`src/sv/srsw_pkg.sv`:
```
`timescale 1ns / 1ps

package srsw_pkg;

    localparam int SEQ_COUNT    = 8;
    localparam int SEQ_BITS     = $clog2(SEQ_COUNT);
    localparam int PAYLOAD_BITS = 32;
    localparam int WSIZE_BITS   = 3;

    localparam logic [WSIZE_BITS-1:0] WSIZE_RESET = WSIZE_BITS'(4);

    // event kinds
    localparam logic [1:0] FUNC_SEND   = 2'd0;
    localparam logic [1:0] FUNC_ACK    = 2'd1;
    localparam logic [1:0] FUNC_EXPIRE = 2'd2;

    // timer actions
    localparam logic [1:0] TIMER_NONE    = 2'd0;
    localparam logic [1:0] TIMER_RESTART = 2'd1;
    localparam logic [1:0] TIMER_STOP    = 2'd2;

    // ack status codes
    localparam logic [1:0] ACK_NONE     = 2'd0;
    localparam logic [1:0] ACK_ACCEPTED = 2'd1;
    localparam logic [1:0] ACK_CORRUPT  = 2'd2;
    localparam logic [1:0] ACK_REJECTED = 2'd3;

    typedef logic [SEQ_BITS-1:0] t_seq;

    typedef struct packed {
        logic [1:0]              func;
        logic [PAYLOAD_BITS-1:0] message_payload;
        t_seq                    ack_number;
        logic                    ack_checksum_ok;
        t_seq                    expired_sequence;
    } t_in_word;

    typedef struct packed {
        logic                    send_accepted;
        logic                    transmit_valid;
        t_seq                    packet_sequence;
        logic [PAYLOAD_BITS-1:0] packet_payload;
        logic [1:0]              timer_action;
        t_seq                    timer_sequence;
        logic [1:0]              ack_status;
        logic                    window_full;
    } t_out_word;

    // scanner status back to the sequencer
    typedef struct packed {
        logic busy;
        logic found;
        t_seq ptr;
    } t_scan_stat;

endpackage

```
`src/sv/srsw_scan.sv`:
```
`timescale 1ns / 1ps

// Walks the outstanding mask one entry per cycle from a start point and
// stops at the first marked entry. Caller guarantees at least one mark.
module srsw_scan
    import srsw_pkg::*;
(
    input  logic                 i_clk,
    input  logic                 i_rst_n,
    input  logic                 i_start,
    input  t_seq                 i_start_ptr,
    input  logic [SEQ_COUNT-1:0] i_mask,
    output t_scan_stat           o_stat
);

    logic r_busy;
    t_seq r_ptr;
    logic hit;

    assign hit = r_busy && i_mask[r_ptr];

    always_ff @(posedge i_clk) begin
        if (!i_rst_n) begin
            r_busy <= 1'b0;
        end else if (i_start) begin
            r_busy <= 1'b1;
        end else if (hit) begin
            r_busy <= 1'b0;
        end
    end

    always_ff @(posedge i_clk) begin
        if (i_start) begin
            r_ptr <= i_start_ptr;
        end else if (r_busy && !hit) begin
            r_ptr <= r_ptr + t_seq'(1);
        end
    end

    assign o_stat.busy  = r_busy;
    assign o_stat.found = hit;
    assign o_stat.ptr   = r_ptr;

endmodule

```
`src/sv/selective_repeat_sender_window_unit.sv`:
```
`timescale 1ns / 1ps

// Selective-repeat ARQ sender window. Each input word is one event: send a
// message, an acknowledgment arrives, or a retransmission timer expires. Each
// event produces exactly one output word describing what to put on the network,
// what to do with the per-sequence timer, the ack verdict and whether the
// window is full afterwards. Timers and checksums live outside the block.
// Flow: an accepted event is registered and decided in the EXEC state, and
// its result is handed to the output register from the FIN state. The window
// base does not move by scanning for sends, expiries, rejected acks, or an ack
// that empties the window. When an accepted ack leaves other entries
// outstanding, a SCAN state comes between EXEC and FIN: a single scanner checks
// one mask entry per cycle starting at the old base, until it finds the oldest
// outstanding entry. A stalled output holds the block in FIN. Input stall stays
// high until the event has been placed in the output register; a waiting result
// does not block the next event. window_size must be written over the config
// port only while the block is idle; the block itself does not enforce it.
// cfg ready is always high.
module selective_repeat_sender_window_unit
    import srsw_pkg::*;
(
    input  logic                  i_clk,
    input  logic                  i_rst_n,
    // event input
    input  logic                  i_in_valid,
    output logic                  o_in_stall,
    input  t_in_word              i_in_word,
    // result output
    output logic                  o_out_valid,
    input  logic                  i_out_stall,
    output t_out_word             o_out_word,
    // window_size register write
    input  logic                  i_cfg_valid,
    output logic                  o_cfg_ready,
    input  logic [WSIZE_BITS-1:0] i_cfg_data
);

    localparam logic [1:0] S_IDLE = 2'd0;   // waiting for an event
    localparam logic [1:0] S_EXEC = 2'd1;   // decide, update window state
    localparam logic [1:0] S_SCAN = 2'd2;   // base slides to oldest outstanding
    localparam logic [1:0] S_FIN  = 2'd3;   // hand result to output register

    logic [1:0]              r_state;
    logic [1:0]              n_state;
    t_in_word                r_in;
    logic [PAYLOAD_BITS-1:0] r_rd_data;
    logic [PAYLOAD_BITS-1:0] r_mem [SEQ_COUNT];
    t_seq                    r_next;
    t_seq                    r_base;
    logic [SEQ_COUNT-1:0]    r_mask;
    logic [SEQ_COUNT-1:0]    n_mask;
    logic [WSIZE_BITS-1:0]   r_wsize;
    t_out_word               r_res;
    t_out_word               n_res;
    t_out_word               r_out;
    logic                    r_out_valid;

    logic                    in_take;
    logic                    out_free;
    t_seq                    used;
    t_seq                    ack_off;
    logic                    send_ok;
    logic                    ack_hit;
    logic [SEQ_COUNT-1:0]    ack_bit;
    logic [SEQ_COUNT-1:0]    mask_rest;
    logic                    scan_start;
    logic                    mem_we;
    t_scan_stat              scan;
    t_out_word               fin_word;

    assign in_take     = i_in_valid && (r_state == S_IDLE);
    assign o_in_stall  = (r_state != S_IDLE);
    assign o_cfg_ready = 1'b1;
    assign out_free    = !r_out_valid || !i_out_stall;

    // window arithmetic; sequence space is a power of two so it wraps
    assign used      = r_next - r_base;
    assign ack_off   = r_in.ack_number - r_base;
    assign send_ok   = WSIZE_BITS'(used) < r_wsize;
    assign ack_bit   = {{(SEQ_COUNT-1){1'b0}}, 1'b1} << r_in.ack_number;
    assign mask_rest = r_mask & ~ack_bit;
    assign ack_hit   = r_mask[r_in.ack_number] && (WSIZE_BITS'(ack_off) < r_wsize);

    // decision for the event held in r_in
    always_comb begin
        n_res      = '0;
        n_mask     = r_mask;
        n_state    = S_FIN;
        scan_start = 1'b0;
        mem_we     = 1'b0;
        unique case (r_in.func)
            FUNC_SEND: begin
                if (send_ok) begin
                    mem_we                = 1'b1;
                    n_mask                = r_mask | (
                        {{(SEQ_COUNT-1){1'b0}}, 1'b1} << r_next);
                    n_res.send_accepted   = 1'b1;
                    n_res.transmit_valid  = 1'b1;
                    n_res.packet_sequence = r_next;
                    n_res.packet_payload  = r_in.message_payload;
                    n_res.timer_action    = TIMER_RESTART;
                    n_res.timer_sequence  = r_next;
                end
            end
            FUNC_ACK: begin
                if (!r_in.ack_checksum_ok) begin
                    n_res.ack_status = ACK_CORRUPT;
                end else if (!ack_hit) begin
                    n_res.ack_status = ACK_REJECTED;
                end else begin
                    n_mask               = mask_rest;
                    n_res.ack_status     = ACK_ACCEPTED;
                    n_res.timer_action   = TIMER_STOP;
                    n_res.timer_sequence = r_in.ack_number;
                    if (mask_rest != '0) begin
                        scan_start = 1'b1;
                        n_state    = S_SCAN;
                    end
                end
            end
            FUNC_EXPIRE: begin
                if (r_mask[r_in.expired_sequence]) begin
                    n_res.transmit_valid  = 1'b1;
                    n_res.packet_sequence = r_in.expired_sequence;
                    n_res.packet_payload  = r_rd_data;
                    n_res.timer_action    = TIMER_RESTART;
                    n_res.timer_sequence  = r_in.expired_sequence;
                end
            end
            default: begin
            end
        endcase
    end

    srsw_scan u_scan (
        .i_clk       (i_clk),
        .i_rst_n     (i_rst_n),
        .i_start     (scan_start && (r_state == S_EXEC)),
        .i_start_ptr (r_base),
        .i_mask      (r_mask),
        .o_stat      (scan)
    );

    // payload store: read on accept for expiries, written on accepted sends
    always_ff @(posedge i_clk) begin
        if (in_take) begin
            r_rd_data <= r_mem[i_in_word.expired_sequence];
        end
        if ((r_state == S_EXEC) && mem_we) begin
            r_mem[r_next] <= r_in.message_payload;
        end
    end

    always_ff @(posedge i_clk) begin
        if (in_take) begin
            r_in <= i_in_word;
        end
        if (r_state == S_EXEC) begin
            r_res <= n_res;
        end
    end

    // sequencer and window state
    always_ff @(posedge i_clk) begin
        if (!i_rst_n) begin
            r_state <= S_IDLE;
            r_next  <= '0;
            r_base  <= '0;
            r_mask  <= '0;
            r_wsize <= WSIZE_RESET;
        end else begin
            if (i_cfg_valid) begin
                r_wsize <= i_cfg_data;
            end
            unique case (r_state)
                S_IDLE: begin
                    if (in_take) begin
                        r_state <= S_EXEC;
                    end
                end
                S_EXEC: begin
                    r_mask  <= n_mask;
                    r_state <= n_state;
                    if (mem_we) begin
                        r_next <= r_next + t_seq'(1);
                    end
                    // accepted ack that empties the window: base jumps to next
                    if ((r_in.func == FUNC_ACK) && (n_res.ack_status == ACK_ACCEPTED)
                        && !scan_start) begin
                        r_base <= r_next;
                    end
                end
                S_SCAN: begin
                    if (scan.found) begin
                        r_base  <= scan.ptr;
                        r_state <= S_FIN;
                    end
                end
                S_FIN: begin
                    if (out_free) begin
                        r_state <= S_IDLE;
                    end
                end
                default: begin
                    r_state <= S_IDLE;
                end
            endcase
        end
    end

    // result word with the window-full flag taken after all updates
    always_comb begin
        fin_word             = r_res;
        fin_word.window_full = (WSIZE_BITS'(used) >= r_wsize);
    end

    // output register
    always_ff @(posedge i_clk) begin
        if (!i_rst_n) begin
            r_out_valid <= 1'b0;
        end else if ((r_state == S_FIN) && out_free) begin
            r_out_valid <= 1'b1;
        end else if (!i_out_stall) begin
            r_out_valid <= 1'b0;
        end
    end

    always_ff @(posedge i_clk) begin
        if ((r_state == S_FIN) && out_free) begin
            r_out <= fin_word;
        end
    end

    assign o_out_valid = r_out_valid;
    assign o_out_word  = r_out;

endmodule

```
`config.mk`:
```
export PLATFORM = sky130hd
export DESIGN_NAME = selective_repeat_sender_window_unit
export DESIGN_NICKNAME = d
export VERILOG_FILES = /design/src/sv/srsw_pkg.sv /design/src/sv/srsw_scan.sv /design/src/sv/selective_repeat_sender_window_unit.sv
export SDC_FILE = /design/constraint.sdc
export NUM_CORES = 1
export LEC_CHECK = 0
export BUFFER_PORTS_ARGS = -buffer_cell sky130_fd_sc_hd__buf_2
export CAP_MARGIN = 20
export CORE_MARGIN = 2
export CORE_UTILIZATION = 25
export DETAILED_ROUTE_END_ITERATION = 12
export SETUP_SLACK_MARGIN = 0.3
export SLEW_MARGIN = 20
export SYNTH_ARGS = -nofsm -noshare
export SYNTH_HDL_FRONTEND = slang
export SYNTH_SLANG_ARGS = --single-unit
export TNS_END_PERCENT = 30
```
`constraint.sdc`:
```
create_clock -name i_clk -period 11.58 [get_ports i_clk]
set_input_delay 1.158 -clock i_clk [delete_from_list [all_inputs] [get_ports i_clk]]
set_output_delay 1.158 -clock i_clk [all_outputs]
set_load 0.01 [all_outputs]
```
# --- Word-level counts from Yosys, hierarchy flattened ---
# Memories as Yosys holds them, arrays and structs flattened. A register that Yosys moved wholly into a read port is not among the register bits.
# Index checks and enable logic that the tools add are counted.
classes:
  n_bitwise: 3
  n_shift: 2
  order_cmp: 6
  n_eq_ne: 14
  div: 0
  multipliers: 0
  add_sub_neg: 4
  reduce_logical: 26
  mux: 44
op_table:
  columns: ["op", "count"]
  rows:
  - ["$pmux 36 s2", 1]
  - ["$mux 42", 1]
  - ["$mux 41", 1]
  - ["$mux 8", 3]
  - ["$mux 1", 19]
  - ["$pmux 8 s2", 1]
  - ["$shl 1x3->8 const A", 2]
  - ["$pmux 5 s3", 1]
  - ["$lt 3x4->1 const B", 3]
  - ["$mux 2", 6]
  - ["$mux 3", 4]
  - ["$mux 5", 2]
  - ["$ne 2x2->1 const B", 5]
  - ["$reduce_bool 2->1", 5]
  - ["$bmux 1 s3", 3]
  - ["$logic_and 1x1->1", 9]
  - ["$and 8x8->8", 1]
  - ["$not 8->8", 1]
  - ["$or 8x8->8", 1]
  - ["$pmux 2 s4", 1]
  - ["$reduce_bool 8->1", 1]
  - ["$add 3x1->3 const B", 2]
  - ["$eq 2x1->1 const B", 3]
  - ["$eq 2x2->1 const B", 3]
  - ["11 further kinds", 20]
totals:
  n_memories: 1
  latchBits: 0
  ramBits: 256
  elab_cells: 128
  out_inout_bits: 48
  rom_bits: 0
  register_bits: 154
memory_table:
  columns: ["memory", "words", "width", "read_ports", "rd_clocked_by_memory_dff", "wr", "line", "rtl"]
  rows:
  - ["r_mem", 8, 32, 1, 1, 1, "selective_repeat_sender_window_unit.sv:47", "logic [PAYLOAD_BITS-1:0] r_mem [SEQ_COUNT];"]

# --- Logic depth before layout (Yosys ltp) ---
depth:
  ltp_word: 12
  mapped_depth: 14

# --- Cells and area by module ---
# A second synthesis with hierarchy kept.
unflattened:
  cells_unflattened: 829
  area_unflattened_um2: 16951.3
modules_own_cells:
  columns: ["module", "seq_area_each_um2", "area_each_um2", "cells_each", "instances"]
  rows:
  - ["selective_repeat_sender_window_unit", 12952.4, 16659.7, 801, 1]
  - ["srsw_scan", 110.1, 291.5, 28, 1]

# --- Worst setup path after synthesis ---
# No wires, ideal clock.
synth_timing:
  kind: "reg2reg"
  startpoint: "register r_state[1]"
  endpoint: "memory r_mem[0][0] (enable)"
  period_less_slack_ns: 5.916
  required_time_ns: 11.077
  arrival_time_ns: 5.413
  setup_ns: 0.503
  setup_slack_ns: 5.664
  n_path_buf: 1
  path_stages_with_launch: 6
  cell_sequence: "dfxtp_1 inv_1 ha_1 clkbuf_1 nand4_1 nor4_1"
synth_between:
  elab_chain_len: 4
synth_lines:
  columns: ["item", "line", "rtl"]
  rows:
  - ["start: declaration", "selective_repeat_sender_window_unit.sv:43", "logic [1:0] r_state;"]
  - ["start signal: assignment", "selective_repeat_sender_window_unit.sv:183", "r_state <= n_state;"]
  - ["$eq 2x1->1", "selective_repeat_sender_window_unit.sv:149", "if ((r_state == S_EXEC) && mem_we) begin"]
  - ["$logic_and 1x1->1", "selective_repeat_sender_window_unit.sv:149", null]
  - ["$mux 1", "selective_repeat_sender_window_unit.sv:149", null]
  - ["$mux 1 (not written as such)", "selective_repeat_sender_window_unit.sv:150", "r_mem[r_next] <= r_in.message_payload;"]
  - ["end: declaration", "selective_repeat_sender_window_unit.sv:47", null]
# Every way passes these cells.

# --- Worst setup path in the final report ---
layout_timing:
  startpoint: "register r_next[0]"
  endpoint: "memory r_mem[6][13] (enable)"
layout_between:
  elab_chain_len: 7
layout_lines:
  columns: ["item", "line", "rtl"]
  rows:
  - ["start: declaration", "selective_repeat_sender_window_unit.sv:48", "t_seq r_next;"]
  - ["start signal: assignment", "selective_repeat_sender_window_unit.sv:185", "r_next <= r_next + t_seq'(1);"]
  - ["$sub 3x3->3", "selective_repeat_sender_window_unit.sv:77", "assign used = r_next - r_base;"]
  - ["$lt 3x3->1", "selective_repeat_sender_window_unit.sv:79", "assign send_ok = WSIZE_BITS'(used) < r_wsize;"]
  - ["$mux 1", "selective_repeat_sender_window_unit.sv:93", "if (send_ok) begin"]
  - ["$mux 1", "selective_repeat_sender_window_unit.sv:91", "unique case (r_in.func)"]
  - ["$logic_and 1x1->1", "selective_repeat_sender_window_unit.sv:149", null]
  - ["$mux 1", "selective_repeat_sender_window_unit.sv:149", null]
  - ["$mux 1 (not written as such)", "selective_repeat_sender_window_unit.sv:150", null]
# Parallel ways exist; a longest one is shown, timed or not.

==> metrics.cfg <==
[clock_network]
path_clk_slew_ns=0.06
cts.sink_count=442
hold_buffers=0
numCtsBuffers=44
cts-root-buf=clkbuf_16
clk_latency_ns=0.55
cts-resized-gates=0
cts_setup_buffers=0
h-tree-depth=2
cts_tree=yes
cts.path.max_buffers=3

[floorplan]
die_w_um=263
die_area_mm2=0.0692
ios=97
start_util=0.254
rows=94
coreArea_mm2=0.0661
die_y_um=263

[global_route]
track_usage=0.0987
grt_overflow=0
grt_pass1_wl_um=52400
grt_antenna_before_repair=1
first_global_vias=8196
grt_max_degree=67

[detailed_routing]
vias_per_cell=4.33
drt_iter0_drc=617
firstDrtPassIters=5
drc=0
route.vias.total=7869
wire_per_inst_um=19.0
drtAntennaViolNets=0
wirelength_um=34500

[finish]
fin_nets=989
seqCellArea_mm2=0.0131
final_common_cell=edfxtp_1
multi_input_area_mm2=0.00355
area_growth_syn_to_layout_pct=17.6
final_cell_mix=421 x edfxtp_1, 94 x buf_2, 67 x mux4_2
fill_cells=6512
drive_above_1_share=0.308

[worst_hold_path]
hold_depth=0
hold_class=reg -> reg

[power]
switchingPower_mw=0.908
ir_worst_vdd_mv=0.0889
power.static_leakage_nw=6.39
p_int_mw=2.85
clockPowerShare=0.352
power_density_mw_per_mm2=191
p_seq_frac=0.556
comb_power_share=0.092
switching_share=0.241

[setup_path]
critPathKind=reg -> reg
critPathRequiredTime_ns=11.83
cp_max_fo=43
crit_arrival_ns=4.97
reg2reg_depth=11
end_kind=register
cp-start-kind=register

[sta]
setup_viol=0
skew_ns=0.0130
hold_viol=0
finalSetupTns_ns=0
slew_headroom=0.308
fmax_mhz=212
timing.final.ws_setup_ns=6.86
rsz0062_at_grt=false
slew_viol_final=0
period_needed_ns=4.72
worst_pin_slew_ns=1.04
period_share=0.408

[yosys]
synth_edf_count=421
synth_top_area_frac=0.753
synth_cells=800
ys_seq_area_frac=0.779
syn_nets=870
yosys_warnings=0
ys_ff_latch=442
ys.flop_type=edfxtp_1
synthTopCellsByArea=edfxtp_1 75%, mux4_2 9.0%, dfxtp_1 2.5%, mux2_2 2.1%, a22o_1 1.8%
syn_area_mm2=0.0168
synth.largest_area_cell=edfxtp_1
syn_area_per_cell_um2=21.0
async_flop_share=0
synth_cell_types=61

[placed_design]
dpl_worst_slack_ns=6.59
dpl.hpwl_um=20300
portBuffers=95
place_congestion=0.786

[run]
maxCapViolCount=0

[outcome]
status=completed

[sequential cells by signal (all words and copies together) (netlist names)]
signal	count
r_mem	256
r_mask	8
fin_word	44
r_wsize	3
u_scan.r_busy	1
r_rd_data	32
r_base	3
r_state	2
o_out_word	45
r_next	3
u_scan.r_ptr	3
o_out_valid	1
r_in	41
[worst max-delay path: stages (launching register included)]
cell and delay (ns):
dfxtp_1 0.52, inv_1 0.25, ha_1 0.26, inv_1 0.07, fa_1 0.41, ha_1 0.29
nor2b_1 0.13, o21ai_1 0.22, and3_2 0.92, nand3_1 0.47, nor2_4 0.60, buf_16 0.24
[cell families after synthesis]
kind of cell,count (synthesis),share of synthesized area
xor gates and xnor gates,6,0.00313
adders and majority gates,21,0.0166
and+or+nand+nor,80,0.0304
buffers and inverters,57,0.0139
AOI/OAI and AO/OA,78,0.0363
DFF,442,0.779
muxes,115,0.121
other,1,0.000223
[final timing paths]
kind | from | endpoint | slack (ns)
setup / recovery | r_next[0] | r_mem[6][13] | 6.86
hold / removal | fin_word[27] | o_out_word[27] | 0.42
setup reg to reg | r_next[0] | r_mem[6][13] | 6.86
hold reg to reg | fin_word[27] | o_out_word[27] | 0.42
[cell usage after synthesis (all sizes together), types with 3 or more instances]
master	instances
a21oi	9
clkbuf	24
and3	3
nand3	7
a41oi	3
buf	12
nor3	5
o21ai	9
o211ai	4
nor2	19
or2	4
nor2b	6
nor4b	3
mux4	67
edfxtp	421
a211oi	5
nor4	5
a22o	34
dfxtp	21
inv	21
nand2	12
xnor2	4
mux2i	15
mux2	33
ha	19
nand2b	4
[layer usage]
metal	up-vias	GRT usage	wire length, µm	part of all wire
li1	3517	-	-	-
met1	4125	0.135	15800	0.46
met2	185	0.162	16900	0.49
met3	42	0.0183	1470	0.043
met4	0	0.0232	442	0.013
met5	-	0	0	0
[power by group through the flow]
stage	clock (mW)	combinational, mW	sequential, mW
after floorplan	0	0.225	2.09
after global placement	0	0.347	2.12
after detailed placement	0	0.356	2.13
after CTS	1.36	0.358	2.09
after global routing	1.43	0.382	2.11
final	1.33	0.344	2.09
[final cells by class]
class                   count  area share
flip-flops and latches    442       0.662
inverters                  21     0.00400
multi-input cells         301       0.180
clock buffers              54      0.0577
diodes                      1    0.000127
clock inverters            25     0.00971
repair buffers            109      0.0312
well taps                 864      0.0548
[metrics by stage]
step / hold slack, ns / power [mW] / std cells / util / instance area (µm²)
floorplan: 0.400 / 2.32 / 800 / - / 16800
global placement: 0.407 / 2.47 / 1735 / 0.278 / 18300
detailed placement: 0.405 / 2.48 / 1735 / 0.278 / 18300
CTS: 0.419 / 3.82 / 1814 / 0.298 / 19700
global route: 0.417 / 3.92 / 1817 / 0.298 / 19700
finish: 0.416 / 3.76 / 1817 / 0.298 / 19700
Power figures use the tool's default switching activity.
